### config.mk
export PLATFORM = sky130hd
export DESIGN_NAME = stq_cell
export DESIGN_NICKNAME = d
export VERILOG_FILES = /design/src/rtl/stq_pkg.sv /design/src/rtl/stq_cell.sv
export SDC_FILE = /design/constraint.sdc
export NUM_CORES = 1
export LEC_CHECK = 0
export ABC_AREA = 1
export BUFFER_PORTS_ARGS = -buffer_cell sky130_fd_sc_hd__buf_2
export CAP_MARGIN = 20
export CORE_ASPECT_RATIO = 0.75
export CORE_UTILIZATION = 40
export DETAILED_ROUTE_END_ITERATION = 12
export PLACE_DENSITY = 0.76
export SYNTH_ARGS = -nofsm -noshare
export SYNTH_HDL_FRONTEND = slang
export SYNTH_SLANG_ARGS = --single-unit
### constraint.sdc
create_clock -name i_clk -period 4.05 [get_ports i_clk]
set_input_delay 0.405 -clock i_clk [delete_from_list [all_inputs] [get_ports i_clk]]
set_output_delay 0.405 -clock i_clk [all_outputs]
set_load 0.03 [all_outputs]
### src/rtl/stq_pkg.sv
// Package of the sorted timer queue: codes, widths and shared types.
package stq_pkg;

    localparam int unsigned DEF_NUM_SLOTS = 32;
    localparam int unsigned DEF_PIPE_BITS = 8;

    localparam int unsigned SLOT_W = 5;
    localparam int unsigned DL_W   = 32;
    localparam int unsigned TASK_W = 6;
    localparam int unsigned ACT_W  = 3;
    localparam int unsigned KIND_W = 2;
    localparam int unsigned PIPE_W = 8;
    localparam int unsigned DATA_W = 32;
    localparam int unsigned PAD_W  = 3;
    localparam int unsigned PDAT_W = 32;

    localparam logic [TASK_W-1:0] TASK_RESET = 6'd32;

    // Action codes.
    localparam logic [ACT_W-1:0] ACT_TICK   = 3'd0;
    localparam logic [ACT_W-1:0] ACT_ALLOC  = 3'd1;
    localparam logic [ACT_W-1:0] ACT_FREE   = 3'd2;
    localparam logic [ACT_W-1:0] ACT_BIND   = 3'd3;
    localparam logic [ACT_W-1:0] ACT_ARM    = 3'd4;
    localparam logic [ACT_W-1:0] ACT_CANCEL = 3'd5;

    // Result kinds.
    localparam logic [KIND_W-1:0] KIND_REPLY   = 2'd0;
    localparam logic [KIND_W-1:0] KIND_MSG     = 2'd1;
    localparam logic [KIND_W-1:0] KIND_SUMMARY = 2'd2;

    // Slot status codes.
    localparam logic [1:0] SS_FREE  = 2'd0;
    localparam logic [1:0] SS_ALLOC = 2'd1;
    localparam logic [1:0] SS_ARMED = 2'd2;

    // Register index of the task slot, as seen on paddr bit 2.
    localparam logic REG_TASK = 1'b0;

    typedef enum logic [1:0] {
        S_IDLE,
        S_OP,
        S_TICK
    } t_state;

    // One entry of the sorted chain.
    typedef struct packed {
        logic              valid;
        logic [SLOT_W-1:0] slot;
        logic [DL_W-1:0]   deadline;
    } t_entry;

    // Command broadcast to every cell of the chain.
    typedef struct packed {
        logic              ins;
        logic              rem;
        logic [SLOT_W-1:0] rem_slot;
        t_entry            new_entry;
    } t_cell_ctl;

endpackage

### src/rtl/stq_cell.sv
// One cell of the deadline-sorted chain: holds one armed slot and its deadline.
module stq_cell (
    input  logic               i_clk,
    input  logic               i_rst_n,
    input  stq_pkg::t_cell_ctl i_ctl,
    input  stq_pkg::t_entry    i_left,
    input  stq_pkg::t_entry    i_right,
    input  logic               i_left_ge,
    input  logic               i_left_hit,
    output stq_pkg::t_entry    o_entry,
    output logic               o_ge,
    output logic               o_hit
);
    import stq_pkg::*;

    t_entry r_entry;
    t_entry n_entry;

    // The new word belongs at or before this cell when the cell is empty or its deadline is not earlier.
    assign o_ge  = !r_entry.valid || (i_ctl.new_entry.deadline <= r_entry.deadline);
    // This cell or one to its left holds the word being removed.
    assign o_hit = i_left_hit ||
                   (i_ctl.rem && r_entry.valid && (r_entry.slot == i_ctl.rem_slot));
    assign o_entry = r_entry;

    // Shift right on insert, left on removal.
    always_comb begin
        n_entry = r_entry;
        if (i_ctl.ins) begin
            if (i_left_ge) begin
                n_entry = i_left;
            end else if (o_ge) begin
                n_entry = i_ctl.new_entry;
            end
        end else if (o_hit) begin
            n_entry = i_right;
        end
    end

    always_ff @(posedge i_clk) begin
        if (!i_rst_n) begin
            r_entry.valid <= 1'b0;
        end else begin
            r_entry.valid <= n_entry.valid;
        end
        r_entry.slot     <= n_entry.slot;
        r_entry.deadline <= n_entry.deadline;
    end

endmodule

==> flow_summary.toml <==
[layout]
largest_register_ff_count = 38
areaGrowthSynthToFinish_pct = 33.7
post-route-cell-area_um2 = 3860
layout.cells.most_common = "buf_2"
final.fill_count = 697
multi_input_comb_area_um2 = 1520
layout_common_cells = "164 x buf_2, 74 x nand2_1, 48 x nor2_1"
sequential_cell_area_um2 = 1130
fraction_of_final_layout_cells_with_drive_strength_greater_than_1 = 0.355
n_antenna_cell = 0
nets = 683

[run_status]
outcome = "completed"

[synthesis]
syn-cell-area_um2 = 2890
ys_ff_latch = 38
post-synth-top-area-cell = "edfxtp_1"
ys.warnings.count = 0
yosys.cell_types.count = 29
post_synth_inst_count = 369
synth_nets = 526
synth_area_leaders = "edfxtp_1 38%, ha_1 14%, nand2_1 9.6%"
post-synth-top-area-fraction = 0.385
synth.yosys.seq_area_share = 0.392
synth.avg_cell_area_um2 = 7.83

[setup_path]
startpoint_type = "input pin"
worst-path-max-fanout = 40
cp.required_ps = 4060
timing.critical_path.to_type = "flip-flop"
setup.worst_path.class = "in -> reg"
cp_data_arrival_time_ps = 2690

[placed_design]
globalplace.congestion = 0.771
placement.cell_area_um2 = 3770
hpwlAfterDp_um = 6300
port_buffers = 164

[die]
dieHeight_um = 75.6
die_extent_in_x_um = 100
placeableCoreArea_um2 = 6900
initial_core_util = 0.419
num_rows = 26
fp.dieArea_um2 = 7570
design.portCount = 165

[clock_network]
post_cts_resized = 0
h-tree-depth = 2
cts_tree = "built"
clock_latency_ps = 290
postCtsSetupRepairBufs = 0
tritoncts.num_buffers = 5
cts_root_buf = "clkbuf_8"
cts_max_path_buffers = 2
clock-sinks = 38
cts.clk_slew.worst_paths_ps = 80
number_of_buffers_added_to_fix_hold_violations_after_cts = 0

[pwr]
worst_ir_drop_on_vdd_uv = 131
leakagePower_nw = 2.00
power.density_nw_per_um2 = 307

[routing]
ant_nets = 0
dr.pass1.iters = 4
dr_total_vias = 3002
first_iter_violations = 81
detail_route.wl_per_cell_um = 13.1
drt-vias-per-instance = 4.80
finalWirelength_um = 8180
drc = 0

[flow_run]
timing.max_cap.violations = 0

[global_route]
grt_pass1_wl_um = 12400
global_route.overflow_total = 0
vias_in_the_first_global_route = 2668
antenna_found_initial = 0
pin_count_of_the_biggest_net_entering_global_routing = 41
grt_usage = 0.215

[timing]
drv_slew = 0
totalNegativeSetupSlack_ps = 0
max_freq_mhz = 374
final.setup_skew_ps = 3.58
final_number_of_setup_violating_endpoints = 0
max_slew_margin = 0.526
worst_pin_slew_ps = 710
finalHoldViolCount = 0
timing.final.crit_period_ps = 2680
rsz0062_at_grt = "false"
post-route-period-util = 0.661

[min_path]
worst_hold_path_type = "in -> reg"
[power by group]
part | total (W) | switching (W) | leakage [nW] | internal (W)
logic | 0.000409 | 0.000257 | 1.57 | 0.000153
registers | 0.000505 | 0.0000224 | 0.389 | 0.000483
clock network | 0.000271 | 0.000134 | 0.0482 | 0.000137
total | 0.00119 | 0.000413 | 2.00 | 0.000773
[critical path, cell delays in order]
cell and delay (ps):
buf_2 490, inv_1 510, nor2_1 230, nand3_2 120
nand2_1 80, clkinv_1 400, buf_4 420
[final timing paths]
check,endpoint,slack [ps],from,cells after the start
worst max-delay path,o_entry[25],1370,i_ctl[44],7
worst min-delay path,o_entry[37],330,i_rst_n,3
worst max register to register,o_entry[25],1400,o_entry[31],12
worst min register to register,o_entry[37],550,o_entry[37],2
[cell type report]
cell class / instances / share of cell area
Timing Repair Buffer: 166 / 0.216
Tap cell: 98 / 0.0318
Inverter: 43 / 0.0418
Sequential cell: 38 / 0.293
Clock inverter: 1 / 0.00130
Clock buffer: 7 / 0.0224
Multi-Input combinational cell: 272 / 0.393
[cell usage after synthesis (all sizes together)]
cell type,instances
dfxtp,1
nand4,2
xnor2,1
o21ai,77
a21o,1
edfxtp,37
clkbuf,6
inv,43
nand2,78
nand3,7
ha,32
a21boi,1
nor2,50
a21oi,15
nor3b,1
xor2,4
o21a,2
buf,10
nand3b,1
[metrics by stage]
stage	cells	setup WS, ps	hold slack [ps]	power [W]	utilization
6_report	625	1370	333	0.00119	0.560
5_1_grt	625	1160	325	0.00126	0.560
4_1_cts	625	1360	325	0.00120	0.560
3_5_place_dp	617	1070	539	0.000925	0.547
3_3_place_gp	617	1130	537	0.000913	0.547
2_1_floorplan	369	1400	526	0.000774	-
[layer usage]
layer | wire [um] | vias up | global-route usage
met5 | 0 | - | 0
met2 | 3660 | 137 | 0.349
met4 | 146 | 0 | 0.0805
met3 | 571 | 17 | 0.0376
met1 | 3800 | 1307 | 0.292
li1 | - | 1541 | -
[kinds of logic after synthesis]
| kind of cell | after synthesis | synth area share |
|---|---|---|
| fa+ha+maj | 32 | 0.139 |
| xor+xnor | 5 | 0.0152 |
| compound gates | 96 | 0.170 |
| simple gates | 139 | 0.202 |
| flops | 38 | 0.392 |
| buf+inv | 59 | 0.0827 |
Power figures use the tool's default switching activity.
